--- config.mk ---
export PLATFORM = sky130hd
export DESIGN_NAME = bmbs_queue
export DESIGN_NICKNAME = d
export VERILOG_FILES = /design/src/rtl/bmbs_pkg.sv /design/src/rtl/bmbs_queue.sv
export VERILOG_INCLUDE_DIRS = /design/src /design/src/rtl
export SDC_FILE = /design/constraint.sdc
export NUM_CORES = 1
export LEC_CHECK = 0
export BUFFER_PORTS_ARGS = -buffer_cell sky130_fd_sc_hd__clkbuf_2
export CORE_UTILIZATION = 50
export CTS_CLUSTER_DIAMETER = 200
export DETAILED_ROUTE_END_ITERATION = 10
export HOLD_SLACK_MARGIN = 0.05
export PLACE_DENSITY_LB_ADDON = 0.12
export REMOVE_ABC_BUFFERS = 1
export SYNTH_ARGS = -nofsm -noshare
export SYNTH_HDL_FRONTEND = slang
export SYNTH_SLANG_ARGS = --single-unit
export TNS_END_PERCENT = 1
--- constraint.sdc ---
create_clock -name clk -period 2.4 [get_ports clk]
set_input_delay 0.36 -clock clk [delete_from_list [all_inputs] [get_ports clk]]
set_output_delay 0.36 -clock clk [all_outputs]
set_load 0.01 [all_outputs]
--- src/rtl/assert_macros.svh ---
// Assertion helpers shared by the queue, front and back RTL files
`ifndef ASSERT_MACROS_SVH
`define ASSERT_MACROS_SVH

// Same-cycle implication, disabled in reset
`define ASSERT_IMPLIES(label, clk, rst_n, ante, cons) \
    label: assert property (@(posedge clk) disable iff (!rst_n) (ante) |-> (cons)) \
        else $error("assertion failed: implication");

// Next-cycle implication, disabled in reset
`define ASSERT_NEXT(label, clk, rst_n, ante, cons) \
    label: assert property (@(posedge clk) disable iff (!rst_n) (ante) |=> (cons)) \
        else $error("assertion failed: next-cycle implication");

`endif

--- src/rtl/bmbs_pkg.sv ---
package bmbs_pkg;

    localparam logic [2:0]  CMD_BYTES      = 3'd6;
    localparam logic [7:0]  ERASED_BYTE    = 8'hFF;
    localparam logic [16:0] MEM_SIZE_RESET = 17'h10000;
    localparam int          ADDR_LO_BITS   = 3;

    localparam int QUEUE_DEPTH    = 4;
    localparam int QUEUE_PTR_BITS = 2;

    // One data-phase access handed from the front to the back
    typedef struct packed {
        logic [31:0] addr;
        logic        is_read;
        logic        oor;
        logic [7:0]  wdata;
    } op_t;

endpackage

--- src/rtl/bmbs_queue.sv ---
`include "assert_macros.svh"

module bmbs_queue
(
    input  logic           clk,
    input  logic           rst_n,
    input  logic           push,
    input  bmbs_pkg::op_t  push_op,
    input  logic           pop,
    output bmbs_pkg::op_t  head_op,
    output logic           full,
    output logic           empty
);

    bmbs_pkg::op_t                       entry_reg [bmbs_pkg::QUEUE_DEPTH];
    logic [bmbs_pkg::QUEUE_PTR_BITS-1:0] wr_ptr_reg;
    logic [bmbs_pkg::QUEUE_PTR_BITS-1:0] wr_ptr_next;
    logic [bmbs_pkg::QUEUE_PTR_BITS-1:0] rd_ptr_reg;
    logic [bmbs_pkg::QUEUE_PTR_BITS-1:0] rd_ptr_next;
    logic [bmbs_pkg::QUEUE_PTR_BITS:0]   count_reg;
    logic [bmbs_pkg::QUEUE_PTR_BITS:0]   count_next;

    assign full    = (count_reg == (bmbs_pkg::QUEUE_PTR_BITS+1)'(bmbs_pkg::QUEUE_DEPTH));
    assign empty   = (count_reg == '0);
    assign head_op = entry_reg[rd_ptr_reg];

    always_comb
    begin
        wr_ptr_next = wr_ptr_reg;
        rd_ptr_next = rd_ptr_reg;
        count_next  = count_reg;
        if (push)
        begin
            wr_ptr_next = wr_ptr_reg + 1'b1;
        end
        if (pop)
        begin
            rd_ptr_next = rd_ptr_reg + 1'b1;
        end
        if (push && !pop)
        begin
            count_next = count_reg + 1'b1;
        end
        else if (pop && !push)
        begin
            count_next = count_reg - 1'b1;
        end
    end

    always_ff @(posedge clk or negedge rst_n)
    begin
        if (!rst_n)
        begin
            wr_ptr_reg <= '0;
            rd_ptr_reg <= '0;
            count_reg  <= '0;
        end
        else
        begin
            wr_ptr_reg <= wr_ptr_next;
            rd_ptr_reg <= rd_ptr_next;
            count_reg  <= count_next;
        end
    end

    always_ff @(posedge clk)
    begin
        if (push)
        begin
            entry_reg[wr_ptr_reg] <= push_op;
        end
    end

    `ASSERT_IMPLIES(a_no_overflow, clk, rst_n, push, !full)
    `ASSERT_IMPLIES(a_no_underflow, clk, rst_n, pop, !empty)

endmodule

* Yosys cells after proc, flatten, opt, wreduce, memory -nomap -nowiden
Memory sizes are Yosys's and may differ from the RTL's.
Cells that the tools add are included.
** Word-level totals
- Register bits :: 7
- Bits in latches :: 0
- Memory bits (writable) :: 168
- Memory bits (read-only) :: 0
- Word-level logic and storage cells :: 19
- Memories :: 1
** Memory list
- entry_reg :: depth 4, bits a word 42, read ports 1, clocked after memory_dff 0, write ports 1, RTL line bmbs_queue.sv:15 : bmbs_pkg::op_t entry_reg [bmbs_pkg::QUEUE_DEPTH];
** Operators by class
- $add $sub $neg :: 4
- Multiply operators :: 0
- Divide/modulo/power cells :: 0
- Order comparisons :: 0
- Eq/ne operators :: 1
- Shifts and indexed selects :: 0
- Mux-type cells :: 4
- Bitwise operators :: 0
- Reductions and logical operators :: 6
** Operator list (count)
- 3-bit two-way mux :: 2
- 2-bit by 1-bit adder with 2-bit output (second input constant) :: 2
- 3-bit by 1-bit adder with 3-bit output (second input constant) :: 1
- 3-bit equality test (second input constant) :: 1
- 3-bit logical NOT :: 1
- 3-bit by 1-bit subtractor with 3-bit output (second input constant) :: 1
- 1-bit logical AND :: 2
- 1-bit logical NOT :: 2
- 1-bit two-way mux :: 2
- 2-bit nonzero test :: 1

* Depth between registers and ports, before layout
Gate-level depths: netlist of the first run.
- Depth after elaboration :: 4
- Gate-level depth with buffers :: 7
- Depth with buffers taken out :: 7

* Worst setup path before layout of the first run
OpenSTA, ideal clock, no wires.
- Path type :: register -> register
- Start :: register wr_ptr_reg[0] (netlist name)
- End :: memory entry_reg[2][0] (netlist name), enable pin
- Arrival :: 1.634 ns
- Required time :: 1.997 ns
- Path slack :: 0.363 ns
- Cell stages (with the launch flop) :: 4
- Path buffers :: 0
- Clock period less this slack :: 2.037 ns
- Cells stage by stage :: dfrtp_1 -> inv_1 -> ha_1 -> and2_1
** RTL lines
- start, declared :: RTL line bmbs_queue.sv:16 : logic [bmbs_pkg::QUEUE_PTR_BITS-1:0] wr_ptr_reg;
- start signal, assigned :: RTL line bmbs_queue.sv:60 : wr_ptr_reg <= wr_ptr_next;
- end, declared :: RTL line bmbs_queue.sv:15
No word-level cell before the write port.

==> impl_metrics.py, run 1 <==
metrics = {
    "sta": {
        "slew_violations": 0,
        "finClkSkew_ns": 0.00494,
        "grt_setup_unrepaired": "false",
        "setup_viol": 0,
        "fin_crit_ns": 2.25,
        "slew-limit-headroom": 0.726,
        "whs_ns": 0.155,
        "fin_ws_ns": 0.150,
        "tns_ns": 0,
        "timing.final.crit_share": 0.938,
        "worst_pin_slew_ns": 0.411,
        "max_freq_ghz": 0.444,
        "final_hold_viol_count": 0,
    },
    "logic_synthesis": {
        "synthSimpleGateAreaFrac": 0.00749,
        "synth_top_area_share": 0.775,
        "synthCells": 254,
        "synth_area_per_cell_um2": 25.6,
        "yosysSeqAreaShare": 0.802,
        "yosys_warnings": 0,
        "synth_top_family_by_area": "multiplexers",
        "ys_types": 19,
        "synthAdderAreaFrac": 0.0127,
        "synth_compound_area_frac": 0.000768,
        "synthMuxAreaShare": 0.149,
        "synth_top_cell_by_area": "edfxtp_1",
        "ys_ff_latch": 175,
        "syn-cell-area_um2": 6510,
        "synth-xor-area-share": 0.00807,
        "synth_area_leaders": "edfxtp_1 77%, mux4_2 13%, dfrtp_1 2.7%",
    },
    "placement": {
        "dp_slack_ns": 0.506,
        "gp_congestion": 0.657,
        "post_dp_cell_area_um2": 7210,
        "port_buffers": 89,
        "hpwl_um": 6220,
        "placed_cells": 512,
    },
    "die": {
        "core_um2": 12700,
        "rows": 41,
        "io_pins": 90,
        "start_util": 0.514,
        "die_x_um": 116,
        "die-area_um2": 13500,
        "fp.dieH_um": 116,
    },
    "clock_tree": {
        "cts_resized": 0,
        "cts_buffers": 17,
        "insertion_delay_ns": 0.42,
        "path_clk_slew_ns": 0.06,
        "clk_path_buf_depth": 2,
        "cts_tree": "done",
        "root_buffer": "clkbuf_16",
        "clock_sinks": 175,
        "cts_max_level": 4,
    },
    "route": {
        "via_per_inst": 5.30,
        "antenna_left": 0,
        "wirelength_um": 10400,
        "drtIter0Drc": 179,
        "vias": 2923,
        "dr.pass1.iters": 4,
        "drc_errors": 0,
        "detail_route.wl_per_cell_um": 18.9,
    },
    "power": {
        "power.density_nw_per_um2": 1210,
        "ir_drop_uv": 614,
        "leakage_nw": 2.76,
        "power_mw": 9.52,
    },
    "grt": {
        "grt_max_degree": 34,
        "gr-total-overflow": 0,
        "grt_usage": 0.167,
        "grt_pass1_vias": 2970,
        "antenna_found_initial": 0,
        "grt_pass1_wl_um": 15700,
    },
    "worst_setup_path": {
        "r2r-start": "wr_ptr_reg[0]",
        "critPathKind": "register to output port",
        "r2r_setup_slack_ns": 0.80,
        "slowest_delay_ns": 0.55,
        "crit_path_end_kind": "output port",
        "arrival_ns": 1.89,
        "path_cells": "buf_12 -> mux4_2 -> clkbuf_2",
        "cp-start-kind": "register",
        "critPathCapture": "head_op[30]",
        "critPathRequiredTime_ns": 2.04,
        "critPathSlowestCell": "mux4_2",
        "reg2reg_depth": 4,
        "cp_max_fo": 22,
        "crit_path_start": "rd_ptr_reg[0]",
        "r2r-end": "entry_reg[0][38]",
    },
    "layout": {
        "final_util": 0.618,
        "largest_reg_flops": 168,
        "nNetsFinal": 419,
        "stdcell_area_um2": 7830,
        "drive_gt1_frac": 0.471,
        "finalNonFillerCells": 552,
        "area_growth_syn_to_layout_pct": 20.3,
        "diodes": 0,
    },
    "hold_path": {
        "hp-class": "input port to register",
    },
    "job": {
        "maxCapViolCount": 0,
    },
    "run_status": {
        "run_status": "complete, no violations",
    },
}
power by group:
part | total, mW | internal, mW | switching, mW | leakage [nW]
Sequential | 4.25 | 4.01 | 0.241 | 1.62
Clock | 2.56 | 1.44 | 1.12 | 0.264
Combinational | 2.71 | 1.37 | 1.34 | 0.868
Total | 9.52 | 6.82 | 2.70 | 2.76
critical path: cells and delay by family, from the launching register on:
kind | cells | cell delay [ns]
buffers and inverters | 2 | 0.38
DFF | 1 | 0.53
muxes | 1 | 0.55
per-layer routing:
metal	GRT usage	vias up	share of wire
met5	0	-	0
met4	0.0769	0	0.015
met3	0.0581	10	0.055
met2	0.275	64	0.52
met1	0.201	1539	0.41
li1	-	1310	-
synth_stat cells:
cell      instances
inv_1             4
fa_1              1
edfxtp_1        168
buf_2             5
xor2_1            4
nor3_1            1
buf_12            4
and2_1            4
nand2_1           2
ha_1              5
mux4_2           38
o21ai_0           1
mux4_1            4
buf_6             1
dfrtp_1           7
nor3b_1           1
xnor2_1           2
mux2_2            1
nor2_1            1
layout make-up:
cell class	instances	area [µm²]
repair buffers	104	648
clock buffers	17	425
fillers	910	4840
multi-input cells	65	1170
clock inverters	15	139
well taps	172	215
inverters	4	15.0
flip-flops and latches	175	5230
cells in the final DEF (no fill, tap or decap):
master,netlist,final
dfrtp_4,0,1
clkbuf_2,0,89
mux2_2,1,1
nor3b_1,1,1
clkinv_2,0,1
inv_6,0,4
dlygate4sd3_1,0,1
nand2_1,2,2
buf_12,4,7
clkbuf_16,0,17
mux4_1,4,4
bufinv_16,0,1
mux4_2,38,38
dfrtp_2,0,1
and2_2,0,4
edfxtp_1,168,168
dfrtp_1,7,5
o21ai_0,1,1
nor3_1,1,1
xnor2_1,2,2
inv_1,4,4
clkinvlp_4,0,4
buf_4,0,7
ha_1,5,5
xor2_1,4,4
clkinv_1,0,1
fa_1,1,1
nor2_1,1,1
clkinv_4,0,4
how the worst min path moves through the flow:
stage,depth (start not counted),slack (ns),endpoint,start
final,1,0.16,entry_reg[1][34],push_op[34]
after global routing,1,0.14,entry_reg[1][2],push_op[2]
after CTS,1,0.14,entry_reg[0][2],push_op[2]
after detailed placement,1,0.21,count_reg[2],rst_n
after global placement,1,0.21,count_reg[2],rst_n
after floorplan,0,0.06,count_reg[0],rst_n
what timing repair did:
item / in CTS / in global routing
endpoints found under the hold margin: 7 / 0
setup endpoints to repair: 0 / 1
hold buffers: 1 / 0
buffers inserted: 0 / 7
cell families after synthesis:
family	Yosys count
flip-flops	175
multiplexers	43
buffers and inverters	14
AND/OR/NAND/NOR	9
XOR/XNOR	6
adder cells (fa/ha/maj)	6
AO/OA/AOI/OAI	1
No activity file was read; power rests on OpenSTA's default activity.
==> run 2: changes to the inputs <==
Settings changed: ABC_AREA set to 1.
==> impl_metrics.py, run 2 <==
metrics = {
    "logic_synthesis": {
        "ys_ff_latch": 175,
        "synth_area_leaders": "edfxtp_1 71%, o211ai_1 8.9%, nand2_1 7.4%",
        "synth_area_per_cell_um2": 13.2,
        "synth_top_cell_by_area": "edfxtp_1",
        "syn-cell-area_um2": 7080,
        "synth_top_area_share": 0.712,
        "synthCells": 538,
        "ys_types": 18,
        "synth-main-ff-cell": "edfxtp_1",
        "yosys_warnings": 0,
        "yosysSeqAreaShare": 0.737,
        "synth_edf_count": 168,
        "synthTopCellsByCount": "168 x edfxtp_1, 139 x nand2_1, 95 x inv_1",
        "post-synth-top-count-cell": "edfxtp_1",
        "async_flop_share": 0.0400,
    },
    "power": {
        "power_mw": 10.3,
        "leakage_nw": 3.40,
        "ir_drop_uv": 800,
        "power.density_nw_per_um2": 1240,
    },
    "sta": {
        "slew_violations": 0,
        "timing.final.crit_share": 0.868,
        "fin_crit_ns": 2.08,
        "worst_pin_slew_ns": 0.535,
        "final_hold_viol_count": 0,
        "tns_ns": 0,
        "grt_setup_unrepaired": "false",
        "finClkSkew_ns": 0.00741,
        "slew-limit-headroom": 0.643,
        "setup_viol": 0,
        "whs_ns": 0.160,
        "max_freq_ghz": 0.480,
        "fin_ws_ns": 0.317,
    },
    "layout": {
        "largest_reg_flops": 168,
        "layout_common_cells": "168 x edfxtp_1, 139 x nand2_1, 91 x inv_1",
        "final_common_cell": "edfxtp_1",
        "final_util": 0.603,
        "diodes": 0,
        "stdcell_area_um2": 8330,
        "nNetsFinal": 680,
        "n_fill_cell": 1061,
        "drive_gt1_frac": 0.211,
        "finalNonFillerCells": 821,
        "area_growth_syn_to_layout_pct": 17.7,
    },
    "clock_tree": {
        "root_buffer": "clkbuf_16",
        "path_clk_slew_ns": 0.06,
        "clk_path_buf_depth": 2,
        "cts_max_level": 4,
        "clock_sinks": 175,
        "cts_tree": "done",
        "insertion_delay_ns": 0.42,
        "cts_resized": 0,
        "cts_buffers": 17,
    },
    "die": {
        "fp.dieH_um": 121,
        "rows": 43,
        "die-area_um2": 14600,
        "start_util": 0.512,
        "io_pins": 90,
        "core_um2": 13800,
        "die_x_um": 121,
    },
    "placement": {
        "post_dp_cell_area_um2": 7730,
        "gp_congestion": 0.713,
        "port_buffers": 89,
        "hpwl_um": 7350,
        "placed_cells": 788,
        "dp_slack_ns": 0.727,
    },
    "job": {
        "maxCapViolCount": 0,
    },
    "worst_setup_path": {
        "r2r_setup_slack_ns": 0.77,
        "arrival_ns": 1.72,
        "crit_path_end_kind": "output port",
        "critPathRequiredTime_ns": 2.04,
        "r2r-start": "wr_ptr_reg[0]",
        "cp_max_fo": 42,
        "critPathKind": "register to output port",
        "crit_path_start": "rd_ptr_reg[1]",
        "cp-start-kind": "register",
    },
    "grt": {
        "gr-total-overflow": 0,
        "grt_usage": 0.188,
        "grt_pass1_vias": 4016,
        "grt_max_degree": 47,
        "antenna_found_initial": 2,
        "grt_pass1_wl_um": 20200,
    },
    "hold_path": {
        "min_from": "push_op[37]",
        "hp-class": "input port to register",
    },
    "route": {
        "via_per_inst": 4.99,
        "drtIter0Drc": 204,
        "vias": 4095,
        "wirelength_um": 12700,
        "drc_errors": 0,
        "detail_route.wl_per_cell_um": 15.5,
        "antenna_left": 0,
        "dr.pass1.iters": 4,
    },
    "run_status": {
        "run_status": "complete, no violations",
    },
}
## run 2: changes by cell type after synthesis, moves of 3 or more
cell      change
mux4_1        -4
buf_2         +9
nand2_1     +137
inv_1        +91
o211ai_1     +84
buf_6         +8
buf_4         +3
clkbuf_1      +3
mux4_2       -38
and2_1        -4
buf_12        -4
## run 2: power by group
group	switching, mW	internal [mW]	total (mW)
Clock	1.10	1.63	2.74
Sequential	0.221	4.01	4.23
Combinational	2.15	1.23	3.38
## run 2: per-layer routing
metal,up-vias,wire (µm),global-route usage
li1,2039,-,-
met1,1959,5540,0.232
met2,90,6380,0.310
met3,7,694,0.0512
met4,0,124,0.0833
met5,-,0,0
## run 2: area by class of cell
cell class	count	area [µm²]	share of cell area
tap	180	225	0.0270
clock inverter	14	168	0.0201
timing repair buffer	100	631	0.0757
inverter	96	360	0.0432
sequential	175	5230	0.627
clock buffer	18	429	0.0515
multi-input combinational	238	1300	0.156
## run 2: final timing paths
kind / endpoint / cells past startpoint
max: head_op[10] / 4
min: entry_reg[1][37] / 1
max reg2reg: entry_reg[2][0] / 5
min reg2reg: count_reg[2] / 2
max in group asynchronous: rd_ptr_reg[0] / 2
min in group asynchronous: count_reg[2] / 2
## run 2: cell families (layout without fill, tap and decap cells)
logic type,Yosys count,count (layout),synth area share
flip-flops,175,175,0.737
AND/OR/NAND/NOR,143,143,0.0767
buffers and inverters,125,228,0.0799
AO/OA/AOI/OAI,85,85,0.0898
adder cells (fa/ha/maj),6,6,0.0117
XOR/XNOR,4,4,0.00495
## run 2: worst max-delay path, cell delays in order (launching register included)
cell and delay, ns:
dfrtp_2 0.36, buf_4 0.45, o211ai_1 0.19, nand2_1 0.15
clkbuf_2 0.15
## run 2: what timing repair did
action	in CTS	in global routing
hold buffers	1	0
endpoints found under the hold margin	7	0
setup buffers	0	0
==> run 3: changes to the inputs <==
Clock period 2.4 ns to 2.6 ns, I/O delays scaled along.
==> impl_metrics.py, run 3 (synthesis gave the netlist of run 2 again) <==
metrics = {
    "power": {
        "power_mw": 9.60,
        "leakage_nw": 3.40,
        "power.density_nw_per_um2": 1150,
        "ir_drop_uv": 575,
    },
    "grt": {
        "use_met2": 0.314,
        "gr-total-overflow": 0,
        "busiest_layer": "met2",
        "grt_pass1_vias": 4099,
        "grt_max_degree": 65,
        "met3_usage": 0.0620,
        "grt_pass1_wl_um": 20500,
        "grt_usage": 0.192,
        "antenna_found_initial": 1,
        "use_met1": 0.235,
    },
    "die": {
        "start_util": 0.512,
        "rows": 43,
        "io_pins": 90,
        "die-area_um2": 14600,
        "fp.dieH_um": 121,
        "die_x_um": 121,
        "core_um2": 13800,
    },
    "layout": {
        "nNetsFinal": 680,
        "stdcell_area_um2": 8330,
        "final_common_cell": "edfxtp_1",
        "layout_common_cells": "168 x edfxtp_1, 139 x nand2_1, 91 x inv_1",
        "diodes": 0,
        "area_growth_syn_to_layout_pct": 17.7,
        "largest_reg_flops": 168,
        "n_fill_cell": 1066,
        "drive_gt1_frac": 0.212,
    },
    "clock_tree": {
        "cts_hold_buf": 1,
        "cts_setup_buffers": 0,
        "cts_tree": "done",
        "clk_path_buf_depth": 2,
        "cts_max_level": 4,
        "root_buffer": "clkbuf_16",
        "cts_buffers": 17,
        "path_clk_slew_ns": 0.06,
        "insertion_delay_ns": 0.42,
        "cts_resized": 0,
        "clock_sinks": 175,
    },
    "sta": {
        "finClkSkew_ns": 0.00765,
        "fin_crit_ns": 2.47,
        "max_freq_ghz": 0.405,
        "final_hold_viol_count": 0,
        "grt_setup_unrepaired": "false",
        "slew_violations": 0,
        "setup_viol": 0,
        "timing.final.crit_share": 0.950,
        "slew-limit-headroom": 0.576,
        "worst_pin_slew_ns": 0.636,
    },
    "route": {
        "drtIter0Drc": 270,
        "wirelength_um": 13000,
        "via_per_inst": 5.04,
        "antenna_left": 0,
        "detail_route.wl_per_cell_um": 15.8,
        "drc_errors": 0,
        "vias": 4141,
        "dr.pass1.iters": 5,
    },
    "worst_setup_path": {
        "critPathRequiredTime_ns": 2.21,
        "cp-start-kind": "register",
        "path_buf_inv": 2,
        "critPathKind": "register to output port",
        "cpMostUsedCell": "nand2_1",
        "cp_max_fo": 64,
        "arrival_ns": 2.08,
        "slowest_delay_ns": 0.84,
        "path_cells": "buf_4 -> nand2_1 -> o211ai_1 -> nand2_1 -> clkbuf_2",
        "crit_path_end_kind": "output port",
        "critPathTopFamily": "flip-flops",
        "critPathSlowestCell": "dfrtp_4",
    },
    "hold_path": {
        "hp-class": "input port to register",
    },
    "placement": {
        "port_buffers": 89,
        "post_dp_cell_area_um2": 7700,
        "hpwl_um": 7620,
        "gp_congestion": 0.704,
    },
    "run_status": {
        "run_status": "complete, no violations",
    },
    "job": {
        "maxCapViolCount": 0,
    },
}
run 3: per-stage QoR:
stage               hold WS, ns  std cells   util  TNS [ns]  worst slack (ns)
floorplan                0.0944        509      -    -46.82             -1.08
global placement          0.243        788  0.557         0             0.669
detailed placement        0.243        788  0.557         0             0.604
CTS                       0.164        821  0.603         0             0.105
global route              0.165        821  0.603         0           0.00159
finish                    0.178        821  0.603         0             0.130
run 3: where the power goes:
| part | switching (mW) | total [mW] | internal (mW) |
|---|---|---|---|
| Sequential | 0.292 | 3.99 | 3.70 |
| Combinational | 1.89 | 2.98 | 1.09 |
| Clock | 1.02 | 2.63 | 1.60 |
| Total | 3.21 | 9.60 | 6.40 |
run 3: layout make-up:
type / count / area (µm²) / share of cell area
repair buffers: 100 / 606 / 0.0727
clock inverters: 14 / 191 / 0.0230
inverters: 96 / 360 / 0.0432
multi-input cells: 238 / 1300 / 0.156
well taps: 180 / 225 / 0.0270
flip-flops and latches: 175 / 5230 / 0.627
clock buffers: 18 / 429 / 0.0515
run 3: final timing paths:
kind	endpoint	startpoint	slack, ns	cells after the start
max	head_op[17]	rd_ptr_reg[0]	0.13	5
max reg2reg	entry_reg[1][29]	wr_ptr_reg[1]	0.95	5
min	entry_reg[2][21]	push_op[21]	0.18	1
max in group asynchronous	rd_ptr_reg[0]	rst_n	2.05	2
min reg2reg	count_reg[2]	count_reg[2]	0.52	2
min in group asynchronous	count_reg[2]	rst_n	0.35	2
run 3: per-layer routing:
layer	part of all wire	routed length [µm]	vias up
li1	-	-	2039
met1	0.43	5610	1990
met2	0.50	6470	86
met3	0.051	660	24
met4	0.017	225	2
met5	0.0013	17	-
