<file path="config.mk">
export PLATFORM = sky130hd
export DESIGN_NAME = bmbs_front
export DESIGN_NICKNAME = d
export VERILOG_FILES = /design/src/rtl/bmbs_pkg.sv /design/src/rtl/bmbs_front.sv
export VERILOG_INCLUDE_DIRS = /design/src /design/src/rtl
export SDC_FILE = /design/constraint.sdc
export NUM_CORES = 1
export LEC_CHECK = 0
export BUFFER_PORTS_ARGS = -buffer_cell sky130_fd_sc_hd__buf_2
export CAP_MARGIN = 20
export CELL_PAD_IN_SITES_DETAIL_PLACEMENT = 0
export CELL_PAD_IN_SITES_GLOBAL_PLACEMENT = 2
export CORE_ASPECT_RATIO = 1.2
export CORE_MARGIN = 2
export CORE_UTILIZATION = 37
export CTS_CLUSTER_SIZE = 12
export DETAILED_ROUTE_END_ITERATION = 6
export PLACE_DENSITY_LB_ADDON = 0.3
export SYNTH_ARGS = -nofsm -noshare
export SYNTH_HDL_FRONTEND = slang
export SYNTH_SLANG_ARGS = --single-unit
</file>
<file path="constraint.sdc">
create_clock -name clk -period 2.8 [get_ports clk]
set_input_delay 0.42 -clock clk [delete_from_list [all_inputs] [get_ports clk]]
set_output_delay 0.42 -clock clk [all_outputs]
set_load 0.1 [all_outputs]
</file>
<file path="src/rtl/assert_macros.svh">
// Assertion helpers shared by the queue, front and back RTL files
`ifndef ASSERT_MACROS_SVH
`define ASSERT_MACROS_SVH

// Same-cycle implication, disabled in reset
`define ASSERT_IMPLIES(label, clk, rst_n, ante, cons) \
    label: assert property (@(posedge clk) disable iff (!rst_n) (ante) |-> (cons)) \
        else $error("assertion failed: implication");

// Next-cycle implication, disabled in reset
`define ASSERT_NEXT(label, clk, rst_n, ante, cons) \
    label: assert property (@(posedge clk) disable iff (!rst_n) (ante) |=> (cons)) \
        else $error("assertion failed: next-cycle implication");

`endif

</file>
<file path="src/rtl/bmbs_pkg.sv">
package bmbs_pkg;

    localparam logic [2:0]  CMD_BYTES      = 3'd6;
    localparam logic [7:0]  ERASED_BYTE    = 8'hFF;
    localparam logic [16:0] MEM_SIZE_RESET = 17'h10000;
    localparam int          ADDR_LO_BITS   = 3;

    localparam int QUEUE_DEPTH    = 4;
    localparam int QUEUE_PTR_BITS = 2;

    // One data-phase access handed from the front to the back
    typedef struct packed {
        logic [31:0] addr;
        logic        is_read;
        logic        oor;
        logic [7:0]  wdata;
    } op_t;

endpackage

</file>
<file path="src/rtl/bmbs_front.sv">
`include "assert_macros.svh"

module bmbs_front
#(
    parameter int MEM_ADDR_BITS = 16
)
(
    input  logic           clk,
    input  logic           rst_n,
    input  logic           cfg_wr_en,
    input  logic [16:0]    cfg_wr_data,
    input  logic           accept,
    input  logic           mode,
    input  logic [7:0]     byte_value,
    output logic           push,
    output bmbs_pkg::op_t  push_op
);

    localparam logic PHASE_CMD  = 1'b0;
    localparam logic PHASE_DATA = 1'b1;

    localparam logic [32:0] STORE_DEPTH = 33'd1 << MEM_ADDR_BITS;

    logic        phase_reg;
    logic        phase_next;
    logic [2:0]  cmd_left_reg;
    logic [2:0]  cmd_left_next;
    logic [47:0] cmd_word_reg;
    logic [47:0] cmd_word_next;
    logic [31:0] addr_reg;
    logic [31:0] addr_next;
    logic [16:0] mem_size_reg;
    logic [32:0] size_ext;
    logic [32:0] limit;

    // Clamp the configured size to the store
    assign size_ext = 33'(mem_size_reg);
    assign limit    = (size_ext > STORE_DEPTH) ? STORE_DEPTH : size_ext;

    always_comb
    begin
        phase_next    = phase_reg;
        cmd_left_next = cmd_left_reg;
        cmd_word_next = cmd_word_reg;
        addr_next     = addr_reg;
        push          = 1'b0;

        push_op.addr    = addr_reg;
        push_op.is_read = cmd_word_reg[47];
        push_op.oor     = ({1'b0, addr_reg} >= limit);
        push_op.wdata   = byte_value;

        if (accept)
        begin
            if (mode)
            begin
                phase_next    = PHASE_CMD;
                cmd_left_next = bmbs_pkg::CMD_BYTES;
            end
            else
            begin
                unique case (phase_reg)
                    PHASE_CMD:
                    begin
                        cmd_word_next = {cmd_word_reg[39:0], byte_value};
                        if (cmd_left_reg != '0)
                        begin
                            cmd_left_next = cmd_left_reg - 1'b1;
                        end
                        if (cmd_left_next == '0)
                        begin
                            addr_next  = {cmd_word_next[44:16],
                                          cmd_word_next[bmbs_pkg::ADDR_LO_BITS-1:0]};
                            phase_next = PHASE_DATA;
                        end
                    end
                    PHASE_DATA:
                    begin
                        push      = 1'b1;
                        addr_next = addr_reg + 32'd1;
                    end
                    default:
                    begin
                        phase_next = PHASE_CMD;
                    end
                endcase
            end
        end
    end

    always_ff @(posedge clk or negedge rst_n)
    begin
        if (!rst_n)
        begin
            phase_reg    <= PHASE_CMD;
            cmd_left_reg <= bmbs_pkg::CMD_BYTES;
            cmd_word_reg <= '0;
            addr_reg     <= '0;
            mem_size_reg <= bmbs_pkg::MEM_SIZE_RESET;
        end
        else
        begin
            phase_reg    <= phase_next;
            cmd_left_reg <= cmd_left_next;
            cmd_word_reg <= cmd_word_next;
            addr_reg     <= addr_next;
            if (cfg_wr_en)
            begin
                mem_size_reg <= cfg_wr_data;
            end
        end
    end

    `ASSERT_IMPLIES(a_cmd_bytes_pending, clk, rst_n, phase_reg == PHASE_CMD, cmd_left_reg != '0)

endmodule

</file>
# Word-level counts from Yosys, hierarchy flattened
# Cells that the tools add are included.
totals:
  out_inout_bits: 43
  regBits: 101
  inputBits: 30
op_classes:
  n_mux: 15
  n_addsub: 2
  n_reduce_logical: 5
  order_cmp: 2
  bitwise_logic: 2
  eq_ne: 2
op_table:
  columns: ["operator", "n"]
  rows:
  - ["case mux 32 bit (2 select lines)", 1]
  - ["adder 32 x 1 -> 32 bit, second input constant", 1]
  - [">= comparator 32 x 17 -> 1 bit", 1]
  - ["2-to-1 mux 32 bit", 1]
  - ["2-to-1 mux 3 bit", 6]
  - ["> comparator 17 bit, second input constant", 1]
  - ["2-to-1 mux 17 bit", 1]
  - ["2-to-1 mux 1 bit", 6]
  - ["AND reduction 3 bit", 2]
  - ["inequality test 2 bit, second input constant", 2]
  - ["logical NOT 3 bit", 1]
  - ["nonzero test 3 bit", 1]
  - ["subtractor 3 x 1 -> 3 bit, second input constant", 1]
  - ["inverter 1 bit", 2]
  - ["AND reduction 2 bit", 1]

# Depth between registers and ports, before layout
# Gate-level depths: netlist of run 1.
logic_depth:
  ltp_word: 9
  depth_mapped: 11
  depth_no_buf: 9

# Worst setup path before layout of run 1
# Ideal clock, no wire load.
synth_path:
  kind: "flip-flop to output port"
  startpoint: "register mem_size_reg[3]"
  endpoint: "output port push_op[8] in the netlist's numbering"
  path_stages_with_launch: 10
  required_ns: 2.380
  path_slack_ns: -1.031
  path_buffers: 1
  t_arrival_ns: 3.411
  cell_sequence: "dfrtp_1 > nor4_1 > a41o_1 > clkbuf_1 > nand2_1 > ha_1 > nand4_1 > nor4_1 > a22oi_1 > a21oi_1"
synth_rtl:
  columns: ["element", "line", "text"]
  rows:
  - ["start: declaration", "bmbs_front.sv:32", "logic [16:0] mem_size_reg;"]
  - ["start signal: assignment", "bmbs_front.sv:99", "mem_size_reg <= bmbs_pkg::MEM_SIZE_RESET;"]
  - ["start signal: assignment", "bmbs_front.sv:109", "mem_size_reg <= cfg_wr_data;"]
  - ["end: declaration", "bmbs_front.sv:16", "output bmbs_pkg::op_t push_op"]

==> results of run 1 <==
-- report_power, final --
group | total [mW] | internal, mW | switching (mW)
clock network | 1.13 | 0.606 | 0.527
logic | 2.60 | 0.874 | 1.73
registers | 2.37 | 1.77 | 0.601
total | 6.10 | 3.25 | 2.86
-- routing by layer --
| metal | vias up | share of wire (%) | GRT usage [%] |
|---|---|---|---|
| li1 | 2095 | - | - |
| met1 | 2179 | 46 | 29.08 |
| met2 | 130 | 48 | 32.24 |
| met3 | 13 | 4.7 | 2.289 |
| met4 | 0 | 1.4 | 5.691 |
| met5 | - | 0 | 0 |
-- cell families after synthesis --
logic type	after synthesis	synth area share, %
mux	62	13.02
flops	92	43.62
buf+inv	59	5.254
simple gates	162	16.54
compound gates	129	16.59
fa+ha+maj	21	4.970
-- worst min-delay path by stage --
stage	start	end	slack, ps	depth (start not counted)
finish	rst_n	mem_size_reg[0]	60	1
global route	rst_n	mem_size_reg[0]	100	1
CTS	rst_n	mem_size_reg[0]	80	1
detailed placement	rst_n	mem_size_reg[0]	450	1
global placement	rst_n	mem_size_reg[0]	450	1
floorplan	rst_n	addr_reg[0]	120	0
-- critical path, delay by kind of cell, from the launching register on --
kind	cells	cell delay, ps
compound gates	3	430
buf+inv	5	770
fa+ha+maj	1	290
simple gates	4	550
flops	1	380
-- layout by cell type, fill, tap and decap left out, drive strengths merged, types with 4 or more instances in the layout --
master | synthesis | final
nor2 | 29 | 29
a311oi | 5 | 5
dfrtp | 89 | 89
buf | 27 | 100
nand4 | 16 | 16
mux2i | 8 | 8
o22ai | 15 | 15
o221ai | 4 | 4
ha | 21 | 21
a21oi | 29 | 29
inv | 11 | 11
clkbuf | 20 | 13
o211ai | 4 | 4
nand3 | 22 | 22
o22a | 11 | 11
a211oi | 4 | 4
o21ai | 22 | 22
and4 | 4 | 4
a22oi | 12 | 12
nor4 | 13 | 13
and3 | 10 | 10
mux2 | 54 | 54
nor3 | 13 | 13
nand2 | 43 | 43
-- metrics by stage --
step | setup TNS [ps] | hold WS, ps | std cells
after floorplan | 0 | 124.4 | 525
after global placement | -6.335 | 446.0 | 747
after detailed placement | -11.08 | 451.4 | 747
after CTS | -340.1 | 84.58 | 763
after global routing | -554.8 | 98.40 | 765
final | -382.9 | 59.21 | 765
-- cell type report --
| cell class | count | area (um^2) |
|---|---|---|
| multi-input cells | 374 | 2793 |
| flip-flops and latches | 92 | 2307 |
| clock buffers | 13 | 240.2 |
| fillers | 1379 | 7620 |
| clock inverters | 3 | 23.77 |
| repair buffers | 100 | 635.6 |
| inverters | 12 | 45.04 |
| well taps | 171 | 214.0 |
-- synthesized netlist by cell type, types with 3 or more instances --
master and count:
dfrtp_1 89, mux2_2 54, nand2_1 43, a21oi_1 29
nor2_1 29, ha_1 21, nand3_1 21, clkbuf_1 19
o21ai_0 19, nand4_1 15, o22ai_1 15, a22oi_1 12
nor4_1 12, buf_2 11, buf_4 11, inv_1 11
o22a_1 11, and3_1 10, nor3_1 10, mux2i_1 8
a311oi_1 5, buf_1 5, a211oi_1 4, and4_1 4
o211ai_1 4, o221ai_1 4, a21o_1 3, a31oi_1 3
dfstp_2 3, o21a_1 3
-- repair_timing --
item,4_1_cts,5_1_grt
gates cloned,0,0
gates resized for setup,4,11
setup endpoints to repair,1,1
buffers inserted,0,2
pin swaps,3,7
==> flow_summary_export.csv, run 1 <==
group,metric,value,unit
outcome,status,"finished with violations",
outcome,violations,"design-rule violations, negative setup slack",
placed_design,dp_hpwl,10.67,mm
placed_design,placed_area,5903,um^2
sta,slew_viol_final,0,
sta,max_freq,314.2,MHz
yosys,synth_ff_type,"dfrtp_1",
sta,rsz0062_at_grt,"yes",
setup_path,worst_setup_path_end_kind,"primary output",
clock_network,clock_latency,340,ps
finish,fin_area,6259,um^2
clock_network,cts.sinks,92,
setup_path,rr_worst_depth,9,
placed_design,io_buffers,72,
setup_path,crit_arrival,2760,ps
route,drt_iter0_markers,337,
clock_network,clk_pin_slew_worst_paths,70,ps
route,ant_nets,0,
clock_network,htreeDepth,3,
yosys,ys_types,61,
route,first_pass_iters,7,
yosys,netlist_area,5286,um^2
sta,hold_viol,0,
clock_network,clockBufferDepth,2,
floorplanning,dieHeight,134.9,um
sta,skew,9.014,ps
grt,grt_overflow_total,0,
setup_path,critPathMaxStageDelay,380,ps
sta,final-setup-viol-count,1,
floorplanning,pin_count,73,
setup_path,path_max_fanout,6,
clock_network,cts_hold_buffers,0,
setup_path,crit_chain,"nor4_2, buf_4, a41o_1, buf_6, buf_6, nand2_1, ha_1, nand4_1, buf_4, a21oi_2, nor3_2, a21oi_4, buf_12",
setup_path,r2r_start,"cmd_left_reg[1]",
yosys,synth-seq-cells,92,
route,detail_route.wl_per_cell,19.87,um
yosys,yosys_warnings,0,
yosys,avgSynthCellArea,10.07,um^2
flow_run,cap_violations,0,
sta,period_minus_slack,3183,ps
finish,utilization,45.10,%
grt,grt_max_degree,57,
finish,syn_to_final_growth,18.39,%
grt,antenna_found_initial,0,
setup_path,critical_path_required,2380,ps
finish,fin_nets,640,
min_path,hp-class,"primary input to asynchronous set/reset pin",
placed_design,pre_cts_ws,-11.08,ps
finish,largest_reg_flops,39,
power_and_ir_drop,power_leakage,2.689,nW
sta,slew_headroom,55.39,%
route,vias_per_cell,5.774,
yosys,synthTopCellsByArea,"dfrtp_1 42%, mux2_2 12%, ha_1 5.0%",
route,routed-via-count,4417,
grt,grt_pass1_wl,24.07,mm
power_and_ir_drop,p_per_area,975.1,nW/um^2
yosys,synth_edf_count,0,
setup_path,reg2reg_slack,310,ps
yosys,synthCells,525,
floorplanning,core,13880,um^2
clock_network,cts_buffers,9,
setup_path,crit_end,"push_op[8]",
route,drc,7,
yosys,async_reset_ff_share,100.0,%
setup_path,start_kind,"register",
setup_path,startpoint,"mem_size_reg[11]",
floorplanning,dieArea,15260,um^2
placed_design,gp_congestion,0.8390,
grt,track_usage,20.18,%
yosys,yosysTopAreaCell,"dfrtp_1",
grt,grt_pass1_vias,4199,
clock_network,cts-root-buf,"clkbuf_16",
setup_path,path_class,"register to primary output",
yosys,synth_nets,576,
finish,post_route_cells_drive_above_1_share,33.33,%
power_and_ir_drop,fin_total_pwr,6.103,mW
clock_network,cts_tree,"done",
floorplanning,fp.dieW,113.1,um
yosys,synth_top_area_share,42.13,%
sta,worst_pin_slew,668.4,ps
finish,n_antenna_cell,0,
yosys,synth-seq-area-share,43.62,%
route,wirelength,15.20,mm
setup_path,cp_slowest_cell,"dfrtp_1",
sta,timing.final.crit_share,113.7,%
floorplanning,start_util,38.09,%
floorplanning,fp-row-count,47,
power_and_ir_drop,peakVddDrop,0.3958,mV
setup_path,r2r-end,"addr_reg[18]",
sta,setup_slack,-382.9,ps
Power figures use the tool's default switching activity.
==> run 2: changes to the inputs <==
==> constraint.sdc (replaced) <==
create_clock -name clk -period 2.8 [get_ports clk]
set_input_delay 0.42 -clock clk [delete_from_list [all_inputs] [get_ports clk]]
set_output_delay 0.42 -clock clk [all_outputs]
set_load 0.02 [all_outputs]
==> run 2 against run 1 <==
Sequential power about the same. Clock skew decreased by 2.0 ps. Global-route usage decreased by 0.091 points. Register-to-register slack improved by 50 ps. Clock power increased by 14%. The run still ends with design-rule violations, negative setup slack left. Via count decreased by 0.66%. Flip-flop and latch count unchanged. Clock-buffer cell count decreased by 3. Critical path type unchanged. Final area decreased by 0.26%. Highest routed layer unchanged.
==> flow_summary_export.csv, run 2 (synthesis results as in run 1) <==
group,metric,value,unit
route,vias_per_cell,5.736,
setup_path,r2r_start,"cmd_left_reg[1]",
sta,max_freq,331.7,MHz
setup_path,cp_top_family,"simple AND/OR/NAND/NOR gates",
sta,period_minus_slack,3014,ps
setup_path,path_class,"register to primary output",
grt,antenna_found_initial,0,
sta,setup_slack,-214.3,ps
power_and_ir_drop,power_leakage,2.703,nW
sta,hold_viol,0,
finish,stdcell_count,765,
clock_network,cts_buffers,9,
route,routed-via-count,4388,
finish,fin_nets,640,
finish,n_antenna_cell,0,
placed_design,gp_congestion,0.8491,
setup_path,r2r-end,"addr_reg[26]",
setup_path,critical_path_required,2380,ps
sta,skew,7.059,ps
clock_network,clk_pin_slew_worst_paths,70,ps
sta,slew_viol_final,0,
sta,fin_tns_setup,-214.3,ps
grt,grt_pass1_wl,24.04,mm
floorplanning,fp.dieW,113.1,um
sta,rsz0062_at_grt,"yes",
sta,final-setup-viol-count,1,
floorplanning,start_util,38.09,%
floorplanning,core,13880,um^2
setup_path,crit_arrival,2590,ps
flow_run,cap_violations,0,
route,wirelength,14.86,mm
setup_path,cp_slowest_cell,"dfrtp_1",
min_path,hp-class,"primary input to asynchronous set/reset pin",
setup_path,reg2reg_slack,360,ps
floorplanning,dieHeight,134.9,um
sta,slew_headroom,56.64,%
finish,largest_reg_flops,39,
setup_path,rr_worst_depth,9,
setup_path,worst_setup_path_end_kind,"primary output",
route,drt_iter0_markers,225,
setup_path,start_kind,"register",
placed_design,pre_cts_ws,-104.2,ps
grt,grt_overflow_total,0,
floorplanning,dieArea,15260,um^2
route,first_pass_iters,6,
placed_design,dp.cells,748,
placed_design,io_buffers,72,
finish,final_cell_mix,"89 x dfrtp_1, 70 x buf_2, 54 x mux2_2",
floorplanning,fp-row-count,47,
grt,track_usage,20.09,%
power_and_ir_drop,peakVddDrop,0.3357,mV
clock_network,cts.sinks,92,
grt,grt_pass1_vias,4358,
finish,syn_to_final_growth,18.08,%
power_and_ir_drop,fin_total_pwr,5.394,mW
sta,worst_pin_slew,646.9,ps
sta,timing.final.crit_share,107.7,%
setup_path,critPathMaxStageDelay,420,ps
grt,grt_max_degree,57,
setup_path,path_max_fanout,5,
finish,post_route_cells_drive_above_1_share,32.66,%
route,ant_nets,0,
power_and_ir_drop,p_per_area,864.1,nW/um^2
clock_network,cts_hold_buffers,0,
setup_path,crit_chain,"nor4_4, a41o_2, nand2_1, ha_1, nand4_1, nor4_1, a22oi_1, a21oi_1, buf_4",
clock_network,clockBufferDepth,2,
clock_network,clock_latency,350,ps
clock_network,cts_tree,"done",
floorplanning,pin_count,73,
route,detail_route.wl_per_cell,19.42,um
outcome,violations,"design-rule violations, negative setup slack",
sta,fin_hold_ws,33.16,ps
clock_network,htreeDepth,3,
setup_path,cp_num_buf_inv,1,
clock_network,cts-root-buf,"clkbuf_16",
finish,layout_commonest_cell,"dfrtp_1",
placed_design,dp_hpwl,10.54,mm
outcome,status,"finished with violations",
route,drc,4,
## run 2: changes by cell type in the layout (fill, tap and decap cells not counted), moves of 2 or more
| cell | change |
|---|---|
| nand2_2 | -2 |
| nand2_1 | +2 |
| nor4_4 | +3 |
| ha_4 | -2 |
| nor4_2 | -3 |
| buf_4 | +3 |
| a21oi_1 | +2 |
| buf_12 | -3 |
| ha_1 | +2 |
| clkbuf_1 | -4 |
| buf_6 | -2 |
## run 2: worst reg2reg max path, cell delays in order, from the launching register on
cell,delay [ps]
dfstp_2,540
inv_1,50
ha_1,190
inv_1,60
ha_1,190
and4bb_2,280
or2_2,500
o22a_1,310
o22ai_1,130
a21oi_1,60
## run 2: final cells by class
type,instances,area [um^2]
clock buffers,10,239.0
clock inverters,6,71.32
fillers,1341,7636
inverters,12,45.04
multi-input cells,375,2786
flip-flops and latches,92,2306
well taps,171,214.0
repair buffers,99,580.6
## run 2: what timing repair did
item                                    CTS  global route
endpoints found under the setup margin    1             1
setup buffers                             0             0
pin swaps                                 2             0
resized for setup                         9             1
cloned                                    1             0
## run 2: how the worst max path moves through the flow
stage | start | to | slack (ps) | depth (start not counted)
floorplan | mem_size_reg[3] | push_op[8] | 90 | 9
global placement | mem_size_reg[11] | push_op[8] | -30 | 10
detailed placement | mem_size_reg[11] | push_op[8] | -100 | 10
CTS | mem_size_reg[0] | push_op[8] | -230 | 9
global route | mem_size_reg[14] | push_op[8] | -370 | 10
finish | mem_size_reg[3] | push_op[8] | -210 | 9
## run 2: routing by layer
| metal | part of all wire, % | track usage, % | wire length [um] |
|---|---|---|---|
| met1 | 46 | 27.66 | 6898 |
| met2 | 48 | 33.03 | 7114 |
| met3 | 4.1 | 3.411 | 614 |
| met4 | 1.5 | 5.149 | 227 |
| met5 | 0 | 0 | 0 |
## run 2: through the flow
stage	area, um^2	utilization [%]
6_report	6242	44.98
4_1_cts	6236	44.93
5_1_grt	6242	44.98
2_1_floorplan	5286	-
3_3_place_gp	5856	42.19
3_5_place_dp	5856	42.19
## run 2: where the power goes
group | leakage [nW] | switching [mW] | internal [mW]
combinational | 1.45 | 0.903 | 0.849
clock | 0.151 | 0.561 | 0.727
sequential | 1.10 | 0.590 | 1.76
==> run 3: changes to the inputs <==
--- a/config.mk
+++ b/config.mk
@@ -15,7 +15,7 @@
 export CORE_UTILIZATION = 37
 export CTS_CLUSTER_SIZE = 12
 export DETAILED_ROUTE_END_ITERATION = 6
-export PLACE_DENSITY_LB_ADDON = 0.3
+export PLACE_DENSITY_LB_ADDON = 0.1
 export SYNTH_ARGS = -nofsm -noshare
 export SYNTH_HDL_FRONTEND = slang
 export SYNTH_SLANG_ARGS = --single-unit
==> run 3 against run 2 <==
The flow still finishes with violations (design-rule violations, negative setup slack). Maximum frequency fell by 2.7%. Final area rose by 1.5%. Non-clock buffer count up 2. Hold slack got worse by 24 ps. Critical path depth grew 2. Clock-buffer cell count up 2. Total power up 0.64%. First-iteration DRC count increased by 29%. Critical path type unchanged. Critical endpoint unchanged. Largest power group unchanged.
==> flow_summary_export.csv, run 3 (synthesis results as in run 1) <==
group,metric,value,unit
finish,fin_nets,642,
sta,fin_tns_setup,-298.6,ps
route,drt_iter0_markers,291,
floorplanning,core,13880,um^2
finish,post_route_cells_drive_above_1_share,34.29,%
clock_network,cts.sinks,92,
finish,stdcell_count,766,
sta,period_minus_slack,3099,ps
sta,skew,9.672,ps
placed_design,dp_hpwl,10.92,mm
sta,final-setup-viol-count,1,
outcome,violations,"design-rule violations, negative setup slack",
route,ant_nets,0,
route,vias_per_cell,5.789,
clock_network,htreeDepth,3,
grt,grt_overflow_total,0,
grt,grt_max_degree,46,
floorplanning,dieArea,15260,um^2
setup_path,start_kind,"register",
sta,setup_slack,-298.6,ps
sta,slew_headroom,50.71,%
placed_design,dp.cells,750,
sta,max_freq,322.7,MHz
setup_path,worst_setup_path_end_kind,"primary output",
clock_network,cts_hold_buffers,0,
setup_path,crit_chain,"nor4_2, buf_4, a41o_4, nand2_1, ha_1, nand4_1, buf_4, nor2_1, a22oi_1, a21oi_1, buf_4",
grt,antenna_found_initial,0,
route,detail_route.wl_per_cell,20.14,um
sta,worst_pin_slew,738.6,ps
grt,grt_pass1_wl,24.55,mm
placed_design,io_buffers,72,
power_and_ir_drop,p_per_area,857.1,nW/um^2
floorplanning,fp-row-count,47,
finish,largest_reg_flops,39,
min_path,hp-class,"primary input to asynchronous set/reset pin",
finish,layout_commonest_cell,"dfrtp_1",
floorplanning,dieHeight,134.9,um
sta,hold_viol,0,
clock_network,cts_tree,"done",
setup_path,critPathMaxStageDelay,390,ps
route,wirelength,15.43,mm
setup_path,critical_path_required,2380,ps
finish,syn_to_final_growth,19.81,%
floorplanning,fp.dieW,113.1,um
finish,final_cell_mix,"89 x dfrtp_1, 70 x buf_2, 54 x mux2_2",
setup_path,path_max_fanout,5,
clock_network,cts-root-buf,"clkbuf_16",
clock_network,cts_buffers,9,
clock_network,postCtsSetupBuffers,0,
finish,n_antenna_cell,0,
setup_path,path_class,"register to primary output",
finish,fillers,1326,
placed_design,gp_congestion,0.7998,
clock_network,clk_pin_slew_worst_paths,70,ps
clock_network,clockBufferDepth,2,
outcome,status,"finished with violations",
power_and_ir_drop,fin_total_pwr,5.429,mW
route,first_pass_iters,7,
grt,track_usage,20.83,%
power_and_ir_drop,peakVddDrop,0.4366,mV
setup_path,crit_arrival,2680,ps
floorplanning,pin_count,73,
setup_path,cp_slowest_cell,"dfrtp_1",
power_and_ir_drop,power_leakage,2.718,nW
clock_network,clock_latency,350,ps
flow_run,cap_violations,0,
grt,grt_pass1_vias,4310,
sta,slew_viol_final,0,
floorplanning,start_util,38.09,%
route,routed-via-count,4434,
route,drc,8,
setup_path,cpMostUsedCell,"buf_4",
sta,rsz0062_at_grt,"yes",
sta,timing.final.crit_share,110.7,%
## run 3: area by class of cell
| class | instances | area (um^2) | area share (%) |
|---|---|---|---|
| inverters | 12 | 45.04 | 0.7112 |
| repair buffers | 101 | 624.3 | 9.858 |
| clock buffers | 12 | 246.5 | 3.892 |
| flip-flops and latches | 92 | 2306 | 36.41 |
| multi-input cells | 375 | 2851 | 45.02 |
| well taps | 171 | 214.0 | 3.378 |
| clock inverters | 3 | 46.29 | 0.7309 |
## run 3: critical path, delay by kind of cell (launching register included)
kind / cells / cell delay (ps)
flops: 1 / 390
fa+ha+maj: 1 / 290
compound gates: 3 / 540
simple gates: 4 / 600
buf+inv: 3 / 510
## run 3: path summary, 6_finish.rpt
| path | cells past startpoint | start | slack (ps) | to |
|---|---|---|---|---|
| worst max register to register | 8 | cmd_left_reg[1] | 340 | addr_reg[20] |
| worst min-delay path | 1 | rst_n | 9 | mem_size_reg[0] |
| worst min register to register | 1 | cmd_word_reg[7] | 500 | cmd_word_reg[7] |
| worst max-delay path | 11 | mem_size_reg[2] | -300 | push_op[8] |
| min in group clk | 3 | cfg_wr_data[16] | 280 | mem_size_reg[16] |
| max in group asynchronous | 2 | rst_n | 2130 | mem_size_reg[10] |
## run 3: stage by stage
stage          instance area [um^2]  utilization, %  hold slack (ps)  setup WS (ps)
2_1_floorplan                  5286               -            124.4          89.25
6_report                       6334           45.64            8.975         -298.6
5_1_grt                        6334           45.64            25.24         -481.5
3_5_place_dp                   5896           42.48            397.4         -199.0
4_1_cts                        6297           45.38            20.53         -336.9
3_3_place_gp                   5896           42.48            400.8         -143.8
## run 3: repair_timing
item	CTS	global route
setup endpoints to repair	1	1
gates resized for setup	16	6
pin swaps	10	4
gates cloned	1	0
## run 3: where the power goes
part           switching, mW  internal (mW)  total, mW  leakage [nW]
Clock                  0.532          0.716       1.25         0.139
Combinational          0.924          0.880       1.80          1.47
Sequential             0.613           1.76       2.38          1.10
Total                   2.07           3.36       5.43          2.72
## run 3: routing by layer
layer  vias up  part of all wire (%)  wire [um]  track usage [%]
met1      2198                    47       7250            29.37
met4         0                   1.5        227            6.775
met5         -                     0          0                0
met2       114                    47       7308            33.40
li1       2105                     -          -                -
met3        17                   4.2        644            2.603
